**src/sv/deq_pkg.sv**
```systemverilog
// ----------------------------------------------------------------------------
// deq_pkg: shared constants for the double-ended queue
// Ring geometry, beat layout, operation codes and status codes.
// ----------------------------------------------------------------------------
package deq_pkg;

  // Ring geometry
  localparam int DEPTH  = 16;
  localparam int ITEM_W = 32;
  localparam int PTR_W  = (DEPTH > 1) ? $clog2(DEPTH) : 1;
  localparam int CNT_W  = $clog2(DEPTH + 1);
  localparam int SUM_W  = PTR_W + 1;

  // Field widths
  localparam int FUNC_W   = 3;
  localparam int VALUE_W  = 32;
  localparam int STATUS_W = 2;
  localparam int COUNT_W  = 5;

  // Beat widths, rounded up to whole bytes
  localparam int IN_BITS     = FUNC_W + VALUE_W;
  localparam int IN_TDATA_W  = ((IN_BITS + 7) / 8) * 8;
  localparam int OUT_BITS    = 3 * VALUE_W + STATUS_W + COUNT_W;
  localparam int OUT_TDATA_W = ((OUT_BITS + 7) / 8) * 8;

  // Operation codes
  localparam logic [FUNC_W-1:0] OP_NONE  = 3'd0;
  localparam logic [FUNC_W-1:0] OP_ADD_F = 3'd1;
  localparam logic [FUNC_W-1:0] OP_ADD_B = 3'd2;
  localparam logic [FUNC_W-1:0] OP_REM_F = 3'd3;
  localparam logic [FUNC_W-1:0] OP_REM_B = 3'd4;

  // Status codes
  localparam logic [STATUS_W-1:0] ST_OK    = 2'd0;
  localparam logic [STATUS_W-1:0] ST_EMPTY = 2'd1;
  localparam logic [STATUS_W-1:0] ST_FULL  = 2'd2;

endpackage

```
**src/sv/double_ended_queue.sv**
```systemverilog
// A new beat is taken only once the previous result is loaded into the output
//   register, after the two back-to-back reads of the slot memory (removed slot,
//   then new front and back slots). The output register holds a finished
//   result while the next beat is taken.
// Reset (rst_n low, synchronous) empties the queue and clears the front
//   pointer; slot memory contents are left as they are, with no clearing pass.
// ----------------------------------------------------------------------------
// double_ended_queue: ring-buffer deque of item handles
// Add or remove at either end; each beat returns the removed item, a status,
// the count and the first and last items held afterwards.
// ----------------------------------------------------------------------------
module double_ended_queue (
  input  logic                            clk,
  input  logic                            rst_n,
  input  logic                            in_tvalid,
  output logic                            in_tready,
  // func[2:0], item_value[34:3], zero fill above
  input  logic [deq_pkg::IN_TDATA_W-1:0]  in_tdata,
  output logic                            out_tvalid,
  input  logic                            out_tready,
  // removed_item[31:0], status[33:32], item_count[38:34],
  // first_item[70:39], last_item[102:71], zero fill above
  output logic [deq_pkg::OUT_TDATA_W-1:0] out_tdata
);
  import deq_pkg::*;

  localparam logic [1:0] S_IDLE  = 2'd0;
  localparam logic [1:0] S_EXEC  = 2'd1;
  localparam logic [1:0] S_FETCH = 2'd2;
  localparam logic [1:0] S_LOAD  = 2'd3;

  logic [1:0]          state_r, state_nxt;
  logic [FUNC_W-1:0]   op_r;
  logic [ITEM_W-1:0]   val_r;
  logic [PTR_W-1:0]    front_r, front_nxt;
  logic [CNT_W-1:0]    occ_r, occ_nxt;
  logic [STATUS_W-1:0] status_r, status_nxt;
  logic                rem_ok_r, rem_ok_nxt;
  logic [VALUE_W-1:0]  removed_r;

  logic [ITEM_W-1:0]   mem [DEPTH];
  logic [ITEM_W-1:0]   rd_a_r, rd_b_r;
  logic                wr_en, rd_en;
  logic [PTR_W-1:0]    wr_addr, rd_a_addr;

  logic                out_tvalid_r;
  logic [VALUE_W-1:0]  o_removed_r, o_first_r, o_last_r;
  logic [STATUS_W-1:0] o_status_r;
  logic [COUNT_W-1:0]  o_count_r;

  logic                is_add, is_rem, full, empty, load_out;
  logic [SUM_W-1:0]    tail_sum, back_sum;
  logic [PTR_W-1:0]    tail_idx, back_idx, front_inc, front_dec;

  // Ring index arithmetic
  always_comb begin
    tail_sum  = SUM_W'(front_r) + SUM_W'(occ_r);
    back_sum  = tail_sum - SUM_W'(1);
    tail_idx  = (tail_sum >= SUM_W'(DEPTH)) ? PTR_W'(tail_sum - SUM_W'(DEPTH))
                                            : PTR_W'(tail_sum);
    back_idx  = (back_sum >= SUM_W'(DEPTH)) ? PTR_W'(back_sum - SUM_W'(DEPTH))
                                            : PTR_W'(back_sum);
    front_inc = (front_r == PTR_W'(DEPTH - 1)) ? '0 : front_r + PTR_W'(1);
    front_dec = (front_r == '0) ? PTR_W'(DEPTH - 1) : front_r - PTR_W'(1);
  end

  assign is_add   = (op_r == OP_ADD_F) || (op_r == OP_ADD_B);
  assign is_rem   = (op_r == OP_REM_F) || (op_r == OP_REM_B);
  assign full     = (occ_r == CNT_W'(DEPTH));
  assign empty    = (occ_r == '0);
  assign load_out = (state_r == S_LOAD) && (!out_tvalid_r || out_tready);

  // Sequencer and pointer update
  always_comb begin
    state_nxt  = state_r;
    front_nxt  = front_r;
    occ_nxt    = occ_r;
    status_nxt = status_r;
    rem_ok_nxt = rem_ok_r;
    wr_en      = 1'b0;
    wr_addr    = tail_idx;
    rd_en      = 1'b0;
    rd_a_addr  = front_r;
    case (state_r)
      S_IDLE: begin
        if (in_tvalid) state_nxt = S_EXEC;
      end
      S_EXEC: begin
        status_nxt = ST_OK;
        rem_ok_nxt = 1'b0;
        rd_en      = 1'b1;
        rd_a_addr  = (op_r == OP_REM_F) ? front_r : back_idx;
        if (is_add) begin
          if (full) begin
            status_nxt = ST_FULL;
          end else begin
            wr_en   = 1'b1;
            occ_nxt = occ_r + CNT_W'(1);
            if (op_r == OP_ADD_F) begin
              wr_addr   = front_dec;
              front_nxt = front_dec;
            end
          end
        end else if (is_rem) begin
          if (empty) begin
            status_nxt = ST_EMPTY;
          end else begin
            rem_ok_nxt = 1'b1;
            occ_nxt    = occ_r - CNT_W'(1);
            if (op_r == OP_REM_F) front_nxt = front_inc;
          end
        end
        state_nxt = S_FETCH;
      end
      S_FETCH: begin
        rd_en     = 1'b1;
        rd_a_addr = front_r;
        state_nxt = S_LOAD;
      end
      S_LOAD: begin
        if (load_out) state_nxt = S_IDLE;
      end
      default: state_nxt = S_IDLE;
    endcase
  end

  assign in_tready = (state_r == S_IDLE);

  // Control registers
  always_ff @(posedge clk) begin
    if (!rst_n) begin
      state_r      <= S_IDLE;
      front_r      <= '0;
      occ_r        <= '0;
      out_tvalid_r <= 1'b0;
    end else begin
      state_r <= state_nxt;
      front_r <= front_nxt;
      occ_r   <= occ_nxt;
      if (load_out) out_tvalid_r <= 1'b1;
      else if (out_tready) out_tvalid_r <= 1'b0;
    end
  end

  // Beat capture and status
  always_ff @(posedge clk) begin
    if (in_tvalid && in_tready) begin
      op_r  <= in_tdata[FUNC_W-1:0];
      val_r <= ITEM_W'(in_tdata[FUNC_W +: VALUE_W]);
    end
    status_r <= status_nxt;
    rem_ok_r <= rem_ok_nxt;
    // removed slot data lands in rd_a_r during FETCH
    if (state_r == S_FETCH) removed_r <= rem_ok_r ? VALUE_W'(rd_a_r) : '0;
  end

  // Slot memory: one write port, two registered read ports
  always_ff @(posedge clk) begin
    if (wr_en) mem[wr_addr] <= val_r;
    if (rd_en) begin
      rd_a_r <= mem[rd_a_addr];
      rd_b_r <= mem[back_idx];
    end
  end

  // Output register
  always_ff @(posedge clk) begin
    if (load_out) begin
      o_removed_r <= removed_r;
      o_status_r  <= status_r;
      o_count_r   <= COUNT_W'(occ_r);
      o_first_r   <= empty ? '0 : VALUE_W'(rd_a_r);
      o_last_r    <= empty ? '0 : VALUE_W'(rd_b_r);
    end
  end

  assign out_tvalid = out_tvalid_r;
  assign out_tdata  = OUT_TDATA_W'({o_last_r, o_first_r, o_count_r, o_status_r,
                                    o_removed_r});

`ifndef SYNTHESIS
  a_occ_bound: assert property (@(posedge clk) disable iff (!rst_n)
    occ_r <= CNT_W'(DEPTH))
    else $error("occupancy above ring depth");

  a_front_bound: assert property (@(posedge clk) disable iff (!rst_n)
    front_r <= PTR_W'(DEPTH - 1))
    else $error("front pointer outside ring");

  a_full_count: assert property (@(posedge clk) disable iff (!rst_n)
    (out_tvalid_r && o_status_r == ST_FULL) |-> (o_count_r == COUNT_W'(DEPTH)))
    else $error("full status with ring not full");

  a_empty_count: assert property (@(posedge clk) disable iff (!rst_n)
    (out_tvalid_r && o_status_r == ST_EMPTY) |-> (o_count_r == '0))
    else $error("empty status with items held");

  a_state_only_exec: assert property (@(posedge clk) disable iff (!rst_n)
    (state_r != S_EXEC) |=> (occ_r == $past(occ_r)))
    else $error("count changed outside execute step");
`endif

endmodule

```
**config.mk**
```make
export PLATFORM = sky130hd
export DESIGN_NAME = double_ended_queue
export DESIGN_NICKNAME = d
export VERILOG_FILES = /design/src/sv/deq_pkg.sv /design/src/sv/double_ended_queue.sv
export SDC_FILE = /design/constraint.sdc
export NUM_CORES = 1
export LEC_CHECK = 0
export ABC_AREA = 0
export BUFFER_PORTS_ARGS = -buffer_cell sky130_fd_sc_hd__buf_2
export CORE_MARGIN = 8
export CORE_UTILIZATION = 36
export DETAILED_ROUTE_END_ITERATION = 8
export PLACE_DENSITY = 0.51
export SLEW_MARGIN = 10
export SYNTH_ARGS = -nofsm -noshare
export SYNTH_HDL_FRONTEND = slang
export SYNTH_SLANG_ARGS = --single-unit
```
**constraint.sdc**
```tcl
create_clock -name clk -period 5.6 [get_ports clk]
set_clock_uncertainty 0.1 [all_clocks]
set_input_delay 0.28 -clock clk [delete_from_list [all_inputs] [get_ports clk]]
set_output_delay 0.28 -clock clk [all_outputs]
set_load 0.1 [all_outputs]
```
After elaboration in Yosys (flattened, before gate mapping)
Memories as Yosys holds them, arrays and structs flattened. A register that Yosys moved wholly into a read port is not among the register bits.
Index checks and enable logic that the tools add are counted.
{ "word_totals": {"ff_bits": 185, "ramBits": 512, "input_bits": 44, "wordCells": 93, "memories": 1} }
{ "op_classes": {"addsub": 8, "n_lt_le_gt_ge": 2, "eq_ne": 14, "mux": 36, "bitwise_logic": 1, "n_reduce_logical": 17} }
{ "memory_table": {"columns": ["memory", "words", "width", "rd", "rd_ports_with_merged_regs", "wr", "line_no", "text"], "rows": [
  ["mem", 16, 32, 2, 2, 1, "double_ended_queue.sv:41", "logic [ITEM_W-1:0] mem [DEPTH];"]
]} }
{ "ops": {"columns": ["op", "n"], "rows": [
  ["4-bit two-way mux", 16],
  ["5-bit two-way mux", 4],
  ["4-bit by 1-bit subtractor with 4-bit output (second input constant)", 3],
  ["1-bit two-way mux", 11],
  ["5-bit greater-or-equal comparator (second input constant)", 2],
  ["5-bit by 1-bit subtractor with 5-bit output (second input constant)", 2],
  ["2-bit two-way mux", 4],
  ["2-bit != test (second input constant)", 4],
  ["2-bit one-hot mux with 4 select lines", 1],
  ["3-bit by 2-bit == test with 1-bit output (second input constant)", 2],
  ["6-bit AND reduction", 1],
  ["2-bit nonzero test", 3],
  ["4-bit by 5-bit adder with 5-bit output", 1],
  ["5-bit by 1-bit adder with 5-bit output (second input constant)", 1],
  ["5-bit == test (second input constant)", 1],
  ["5-bit zero test", 1],
  ["4-bit by 1-bit adder with 4-bit output (second input constant)", 1],
  ["2-bit == test (second input constant)", 2],
  ["4-bit == test (second input constant)", 1],
  ["4-bit zero test", 1],
  ["4-bit AND reduction", 1],
  ["2-bit OR reduction", 2],
  ["3-bit by 1-bit == test with 1-bit output (second input constant)", 1],
  ["3-bit == test (second input constant)", 1],
  ["8 further kinds", 11]
]} }

Longest topological paths before layout
Gate-level depths: netlist (run 1).
{ "depth": {"depth_word": 7, "mapped_depth": 16, "mapped_depth_nobuf": 11} }

Least setup slack after synthesis (run 1)
OpenSTA, ideal clock, no wires.
{ "synth_path": {"path_kind": "register -> register", "from": "register out_tvalid_r, in the netlist out_tvalid", "to": "register o_count_r[0], enable pin", "arrival_ns": 5.513, "required_time_ns": 4.922, "setup_slack_ns": -0.592, "path_stages_with_launch": 3, "n_path_buf": 0, "synth_period_minus_slack_ns": 6.192, "path_cell_list": "dfxtp_1 nor2b_1 nor2b_1"} }
{ "synth_between": {"elab_chain_len": 3} }
{ "synth_lines": {"columns": ["element", "line_no", "text"], "rows": [
  ["from (decl)", "double_ended_queue.sv:46", "logic out_tvalid_r;"],
  ["from (signal assigned)", "double_ended_queue.sv:135", "out_tvalid_r <= 1'b0;"],
  ["from (signal assigned)", "double_ended_queue.sv:140", "if (load_out) out_tvalid_r <= 1'b1;"],
  ["from (signal assigned)", "double_ended_queue.sv:141", "else if (out_tready) out_tvalid_r <= 1'b0;"],
  ["1-bit zero test", "double_ended_queue.sv:71", "assign load_out = (state_r == S_LOAD) && (!out_tvalid_r || out_tready);"],
  ["1-bit logical OR", "double_ended_queue.sv:71", null],
  ["1-bit logical AND", "double_ended_queue.sv:71", null],
  ["via load_out", "double_ended_queue.sv:51", "logic is_add, is_rem, full, empty, load_out;"],
  ["to (signal assigned)", "double_ended_queue.sv:171", "o_count_r <= COUNT_W'(occ_r);"],
  ["to (decl)", "double_ended_queue.sv:49", "logic [COUNT_W-1:0] o_count_r;"]
]} }
The timed path passes the listed nets, and every way through them passes these cells.
A chain may end at the register's enable or synchronous reset.

Worst setup path after layout (run 1)
{ "layout_path": {"from": "register front_r[0]", "to": "register rd_a_r[13], read port of mem, data pin"} }
{ "layout_between": {"elab_chain_len": 6, "elab_cells_between_ends": 7, "cone_classes": "3 x add/sub; 1 x order compare; 3 x mux"} }
{ "layout_lines": {"columns": ["element", "line_no", "text"], "rows": [
  ["from (decl)", "double_ended_queue.sv:35", "logic [PTR_W-1:0] front_r, front_nxt;"],
  ["from (signal assigned)", "double_ended_queue.sv:138", "front_r <= front_nxt;"],
  ["4-bit by 5-bit adder with 5-bit output", "double_ended_queue.sv:57", "tail_sum = SUM_W'(front_r) + SUM_W'(occ_r);"],
  ["5-bit by 1-bit subtractor with 5-bit output", "double_ended_queue.sv:58", "back_sum = tail_sum - SUM_W'(1);"],
  ["4-bit by 1-bit subtractor with 4-bit output / 5-bit greater-or-equal comparator (equally long branches)", "double_ended_queue.sv:61", "back_idx = (back_sum >= SUM_W'(DEPTH)) ? PTR_W'(back_sum - SUM_W'(DEPTH))"],
  ["4-bit two-way mux", "double_ended_queue.sv:61", null],
  ["4-bit two-way mux", "double_ended_queue.sv:92", "rd_a_addr = (op_r == OP_REM_F) ? front_r : back_idx;"],
  ["4-bit two-way mux *", "double_ended_queue.sv:84", "case (state_r)"],
  ["to (decl)", "double_ended_queue.sv:42", "logic [ITEM_W-1:0] rd_a_r, rd_b_r;"]
]} }
Mark *: on every way between the ends. The rest lies on a longest branch, timed or not.

==> results of run 1 <==
-- power by group --
group	total (uW)	switching, uW	internal (uW)	leakage [uW]
sequential	8300	598	7710	0.00692
clock	5420	2230	3190	0.00132
combinational	10000	6120	3900	0.00462
-- area by class of cell --
cell class | count | area (um2) | area share
sequential | 761 | 22700 | 0.594
antenna | 2 | 5.00 | 0.000131
clock inverter | 55 | 522 | 0.0136
inverter | 9 | 33.8 | 0.000883
clock buffer | 94 | 2160 | 0.0565
multi-input combinational | 1153 | 9740 | 0.255
timing repair buffer | 231 | 1570 | 0.0411
tap | 1186 | 1480 | 0.0388
-- state kept, by name, indices dropped and copies added (netlist names) --
name / flops
mem: 512
o_first_r: 32
o_last_r: 32
o_removed_r: 32
rd_a_r: 32
rd_b_r: 32
removed_r: 32
val_r: 32
o_count_r: 5
occ_r: 5
front_r: 4
op_r: 3
o_status_r: 2
state_r: 2
status_r: 2
out_tvalid: 1
rem_ok_r: 1
-- synth_stat cells (all sizes together), types with 5 or more instances --
cell,n,area share
mux2i,98,0.030
and2,40,0.0076
a221o,32,0.0097
inv,9,0.0010
xnor2,10,0.0029
nand2,395,0.045
and3,63,0.012
o21ai,5,0.00087
a21o,6,0.0014
a32o,31,0.0094
mux4,160,0.11
edfxtp,749,0.68
nand3,69,0.010
buf,60,0.0098
nor2b,73,0.014
ha,13,0.0049
clkbuf,79,0.0090
nor3,22,0.0035
a31oi,69,0.013
dfxtp,12,0.0073
xor2,5,0.0016
a21oi,16,0.0028
nor2,16,0.0018
-- worst max path at each step --
stage | start | endpoint | slack, ns | cells past startpoint
final | front_r[0] | rd_a_r[13] | 1.28 | 11
after global routing | front_r[0] | rd_a_r[13] | 1.05 | 11
after CTS | front_r[0] | rd_a_r[13] | 1.23 | 11
after detailed placement | occ_r[0] | rd_a_r[1] | 1.26 | 11
after global placement | occ_r[0] | rd_a_r[1] | 1.26 | 11
after floorplan | occ_r[0] | mem[13][0] | 0.96 | 8
-- layer usage --
layer | global-route usage | wire length, um | vias up
met3 | 0.0276 | 5290 | 171
met1 | 0.227 | 38300 | 9755
met2 | 0.295 | 44200 | 680
li1 | - | - | 8399
met5 | 0 | 0 | -
met4 | 0.0628 | 2760 | 0
-- timing repair --
item / 4_1_cts / 5_1_grt
hold buffers: 38 / 0
gates resized for setup: 0 / 0
hold endpoints to repair: 47 / 0
buffers inserted: 0 / 0
-- kinds of logic (layout without fill, tap and decap cells) --
family	Yosys count	after routing	share of synthesized area
buffers and inverters	148	389	0.0198
other	1	3	0.000114
adder cells (fa/ha/maj)	15	15	0.00616
AND/OR/NAND/NOR	690	690	0.0969
multiplexers	259	259	0.140
XOR/XNOR	17	17	0.00585
flip-flops	761	761	0.691
AO/OA/AOI/OAI	171	171	0.0408
-- per-stage QoR --
stage | std cells | power [uW] | hold slack, ns | area [um2]
after floorplan | 2062 | 15300 | 0.279 | 32900
after global placement | 3302 | 18500 | 0.306 | 35200
after detailed placement | 3302 | 18600 | 0.305 | 35200
after CTS | 3489 | 24100 | 0.222 | 38200
after global routing | 3489 | 24800 | 0.246 | 38200
final | 3491 | 23700 | 0.260 | 38300
==> results.rst, run 1 <==
.. list-table::
   :header-rows: 1

   * - Metric
     - Value
   * - Final Net Count
     - 2,298
   * - Bufs and invs on worst path
     - 3
   * - Clock slew at the register clock pins of the worst setup and hold paths
     - ~0.06 ns
   * - R2r setup slk
     - 1.28 ns
   * - CTS tree
     - built
   * - Overall die area
     - around 0.10 mm2
   * - Mean instance size in the synthesized netlist
     - between 15 and 20 um2
   * - Count of endpoints failing setup in the final report
     - 0
   * - Worst reg2reg path startpoint
     - front_r[0]
   * - Required time at the endpoint of the critical path
     - about 6.0 ns
   * - Type of the tightest min-delay check
     - in -> reg
   * - Yosys synthesis warning count
     - 0
   * - Unique masters post-synth
     - 56
   * - Synth Register Bits
     - between 700 and 800
   * - TNS Setup
     - 0 ns
   * - Final hold viol count
     - 0
   * - Maximum vdd drop
     - between 600 and 700 uV
   * - Final WS setup
     - around 1.3 ns
   * - Boundary pin count
     - 150
   * - Final weighted congestion of routability-driven global placement
     - 0.775
   * - CTS sink count
     - about 760
   * - Violation count after the first detailed-route iteration
     - around 1,600
   * - Delay of the slowest critical-path stage
     - between 0.8 and 0.9 ns
   * - Number of levels in the clock H-tree
     - 3
   * - Final core area utilization
     - 0.420
   * - Antenna violations before repair
     - 2
   * - End point of the worst hold path
     - val_r[17]
   * - Number of port buffers
     - 143
   * - Worst rel slew slack
     - 0.226
   * - Cell with the largest stage delay on the worst path
     - ha_4
   * - Total number of placement rows
     - 111
   * - Endpoint of the worst-slack reg-to-reg timing path
     - rd_a_r[13]
   * - DRC violations left
     - 0
   * - Filler instances
     - 8,093
   * - Total wire length
     - between 90,000 and 100,000 um
   * - Cell breakdown of the critical path
     - ha_4 -> inv_1 -> ha_4 -> xnor2_4 -> buf_4 -> nand2_1 -> a2bb2oi_2 -> nor2b_1 -> or2_1 -> buf_4 -> a221o_1
   * - Count of antenna-violating nets left after detailed routing
     - 0
   * - DRT Pass-1 Iters
     - 5
   * - Commonest non-fill, non-tap cell in the layout
     - edfxtp_1
   * - Number of flops mapped to enable cells by yosys
     - ~750
   * - Mapped Cells
     - between 2,000 and 2,500
   * - Routed length per placed instance
     - between 20 and 30 um
   * - Async set or reset register ratio after synthesis
     - 0
   * - Crit path time final
     - 4.32 ns
   * - Gr usage total
     - 0.175
   * - Endpoint type of the worst setup path
     - register
   * - RSZ-0062 raised after global routing
     - false
   * - Via count of the routed design
     - 19,000
   * - Top library cells by usage in the layout, fill and taps aside
     - edfxtp_1 (749), nand2_1 (395), mux4_2 (160), buf_2 (143), mux2i_1 (97)
   * - Run status
     - completed
   * - Fraction of the yosys area taken by sequential cells
     - 0.691
   * - Maximum clock frequency
     - between 200 and 250 MHz
   * - Horizontal extent of the die
     - around 320 um
   * - Vertical die dimension
     - around 320 um
   * - Clock insertion delay at the later pin of the skew report
     - roughly 0.64 ns
   * - Overflow left after global routing
     - 0
   * - Leak Pwr
     - about 0.013 uW
   * - Power per cell area
     - between 600 and 700 mW/mm2
   * - Critical path fanouts, max
     - 38
   * - Sum of net half-perimeters after detailed placement
     - 49,400 um
   * - Global-route wire length before repair
     - 132,000 um
   * - Maximum buffer depth of the clock tree
     - 3
   * - CP Launch Type
     - register
   * - Final number of max-transition violations
     - 0
   * - Ratio of final minimum period to clock period
     - 0.771
   * - Area delta synth->final
     - 16.2%
   * - Worst Hold Path Cells
     - 2
   * - Actual slew at the worst max-slew pin
     - 1.16 ns
   * - Master cell of the clock root buffer
     - clkbuf_16
   * - Category of the most critical setup path
     - reg -> reg
   * - Via density per instance
     - roughly 5.4
   * - Netlist Area Pre-Place
     - 0.0329 mm2
   * - Cell depth of the worst flop-to-flop path
     - 11
   * - Place WS
     - 1.26 ns
   * - Fraction of final layout cells sized beyond drive strength 1
     - 0.221
   * - Number of CTS-inserted buffers
     - 83
   * - Max cap viols
     - 0
   * - Starting density of the core
     - 0.361
   * - Maximum number of pins on one net before global-route repair
     - 129
   * - Syn Nets
     - between 2,000 and 2,500
   * - Source of the worst hold timing path
     - in_tdata[20]
   * - Floorplan core area
     - a little over 0.09 mm2
   * - Flip-flop cell with the highest count after synthesis
     - edfxtp_1
   * - Cell class contributing the biggest share of worst-path delay
     - adder cells
   * - Signal arrival time at the worst endpoint
     - ~4.7 ns
   * - Via count of the first global-routing pass
     - between 15,000 and 20,000
Note: power is estimated with default switching activity, not from simulation.
==> run 2: changes to the inputs <==
- PLACE_DENSITY: 0.51 -> 0.49
- clock period: 5.6 -> 4.2 ns (I/O delays scaled with it)
==> results.rst, run 2 (synthesis gave the netlist of run 1 again) <==
.. list-table::
   :header-rows: 1

   * - Metric
     - Value
   * - Number of levels in the clock H-tree
     - 3 (unchanged)
   * - Leak Pwr
     - 0.0130 uW (+1.1%)
   * - Worst rel slew slack
     - 0.300 (+0.0735)
   * - Post-route cell area
     - 0.0387 mm2 (+1.3%)
   * - Global-route wire length before repair
     - 135,000 um (+1.7%)
   * - Number of setup buffers added after CTS
     - 0 (unchanged)
   * - Total wire length
     - 91,500 um (+1.0%)
   * - Vertical die dimension
     - 318 um (unchanged)
   * - RSZ-0062 raised after global routing
     - false
   * - Power per cell area
     - 827 mW/mm2 (+33%)
   * - Run status
     - completed
   * - Number of port buffers
     - 143 (unchanged)
   * - Filler instances
     - 8,104 (+0.14%)
   * - Horizontal extent of the die
     - 318 um (unchanged)
   * - Max cap viols
     - 0 (unchanged)
   * - Area delta synth->final
     - 17.7%
   * - Register name with the most flops
     - mem
   * - Top library cells by usage in the layout, fill and taps aside
     - edfxtp_1 (749), nand2_1 (395), mux4_2 (160), buf_2 (143), mux2i_1 (97)
   * - Overflow left after global routing
     - 0 (unchanged)
   * - Maximum number of pins on one net before global-route repair
     - 129 (unchanged)
   * - CTS tree
     - built
   * - Required time at the endpoint of the critical path
     - 4.47 ns (-1.51 ns)
   * - Cell with the largest stage delay on the worst path
     - fa_1
   * - Instance area after placement
     - 0.0357 mm2 (+1.4%)
   * - Maximum vdd drop
     - 1500 uV (+140%)
   * - Final hold viol count
     - 0 (unchanged)
   * - Gr usage total
     - 0.177 (+0.00272)
   * - Signal arrival time at the worst endpoint
     - 4.13 ns (-0.56 ns)
   * - Maximum clock frequency
     - 259 MHz (+12%)
   * - DRC violations left
     - 0 (unchanged)
   * - Actual slew at the worst max-slew pin
     - 1.05 ns (-0.106 ns)
   * - Maximum buffer depth of the clock tree
     - 3 (unchanged)
   * - Starting density of the core
     - 0.361 (unchanged)
   * - Number of CTS-inserted buffers
     - 85 (+2.4%)
   * - Cell breakdown of the critical path
     - ha_4 -> fa_1 -> inv_1 -> ha_4 -> buf_4 -> nand2_1 -> nor2_1 -> a21oi_4 -> buf_12 -> buf_12 -> mux2i_1 -> mux2i_1 -> a32o_1 -> a221o_1
   * - CP Launch Type
     - register
   * - Floorplan core area
     - 0.0911 mm2 (unchanged)
   * - Ratio of final minimum period to clock period
     - 0.918 (+0.147)
   * - Final weighted congestion of routability-driven global placement
     - 0.757 (-2.3%)
   * - Max reg flops
     - 512 (unchanged)
   * - Total number of placement rows
     - 111 (unchanged)
   * - Fraction of final layout cells sized beyond drive strength 1
     - 0.224 (+0.00307)
   * - Via count of the first global-routing pass
     - 19,900 (+1.3%)
   * - Hold-fix buffer count after cts
     - 38 (unchanged)
   * - CTS sink count
     - 761 (unchanged)
   * - Via count of the routed design
     - 19,100 (+0.24%)
   * - Crit path time final
     - 3.86 ns (-0.461 ns)
   * - Critical path fanouts, max
     - 51 (+34%)
   * - Routed length per placed instance
     - 26.1 um (+0.45%)
   * - Total power draw
     - 32,000 uW (+35%)
   * - DRT Pass-1 Iters
     - 5 (unchanged)
   * - Type of the tightest min-delay check
     - in -> reg
   * - Master cell of the clock root buffer
     - clkbuf_16
   * - Boundary pin count
     - 150 (unchanged)
   * - Clock insertion delay at the later pin of the skew report
     - 0.63 ns (about the same)
   * - Count of antenna-violating nets left after detailed routing
     - 0 (unchanged)
   * - Sum of net half-perimeters after detailed placement
     - 49,800 um (+0.77%)
   * - Overall die area
     - 0.101 mm2 (unchanged)
   * - Delay of the slowest critical-path stage
     - 0.61 ns (-0.26 ns)
   * - Via density per instance
     - 5.43 (-0.33%)
   * - Violation count after the first detailed-route iteration
     - 1,663 (+4.5%)
   * - Final number of max-transition violations
     - 0 (unchanged)
   * - Count of endpoints failing setup in the final report
     - 0 (unchanged)
   * - Category of the most critical setup path
     - reg -> reg
   * - Clock slew at the register clock pins of the worst setup and hold paths
     - 0.06 ns (about the same)
   * - Antenna violations before repair
     - 2 (unchanged)
   * - Antenna Cells
     - 0 (-2)
   * - Final Net Count
     - 2,315 (+0.74%)
   * - Quantity of gates resized following cts
     - 0 (unchanged)
   * - Endpoint type of the worst setup path
     - register
   * - Commonest non-fill, non-tap cell in the layout
     - edfxtp_1
==> run 2: changes by cell type in the layout (fill, tap and decap cells not counted), sizes merged <==
cell      previous run  this run
diode                2         0
clkinvlp             2         6
buf                193       208
clkbuf              94       101
clkinv              41        39
bufinv               9         6
inv                 12        13
==> run 2: worst paths after layout <==
| kind | cells after the start | slack (ns) | start | end |
|---|---|---|---|---|
| worst max-delay path | 14 | 0.34 | front_r[0] | rd_a_r[21] |
| worst min register to register | 0 | 0.32 | removed_r[3] | o_removed_r[3] |
| worst min-delay path | 5 | 0.09 | out_tready | state_r[0] |
| worst max register to register | 14 | 0.34 | front_r[0] | rd_a_r[21] |
==> run 2: cell type report <==
type                    instances  area (um2)  share of cell area
clock buffers                 101        2190              0.0565
clock inverters                55         479              0.0124
inverters                       9        33.8            0.000872
multi-input cells            1153        9780               0.253
flip-flops and latches        761       22700               0.587
well taps                    1186        1480              0.0383
repair buffers                246        2030              0.0525
==> run 2: metrics by stage <==
stage	util	worst slack, ns	TNS, ns	hold slack (ns)	instances
after CTS	0.425	0.352	0	0.0439	3511
after global routing	0.425	0.187	0	0.132	3511
final	0.425	0.344	0	0.0936	3511
after global placement	0.392	0.360	0	0.287	3317
after detailed placement	0.392	0.340	0	0.288	3317
after floorplan	-	-0.441	-136.33	0.209	2062
==> run 2: per-layer routing <==
metal  wire length (um)  vias up  track usage
met1              39800     9877        0.233
met5                  0        -            0
li1                   -     8457            -
met2              44700      576        0.301
met4               2190        0       0.0533
met3               4730      141       0.0293
==> run 2: worst max-delay path, delay by kind of cell, from the launching register on <==
| kind | cells | cell delay (ns) |
|---|---|---|
| AND/OR/NAND/NOR | 2 | 0.19 |
| buffers and inverters | 4 | 0.74 |
| adder cells (fa/ha/maj) | 3 | 1.08 |
| AO/OA/AOI/OAI | 3 | 0.67 |
| flip-flops | 1 | 0.41 |
| multiplexers | 2 | 0.33 |
==> run 2: report_power, final <==
| group | switching, uW | internal [uW] | total (uW) |
|---|---|---|---|
| registers | 827 | 10300 | 11100 |
| logic | 8270 | 5520 | 13800 |
| clock network | 3050 | 4110 | 7150 |
| total | 12100 | 19900 | 32000 |
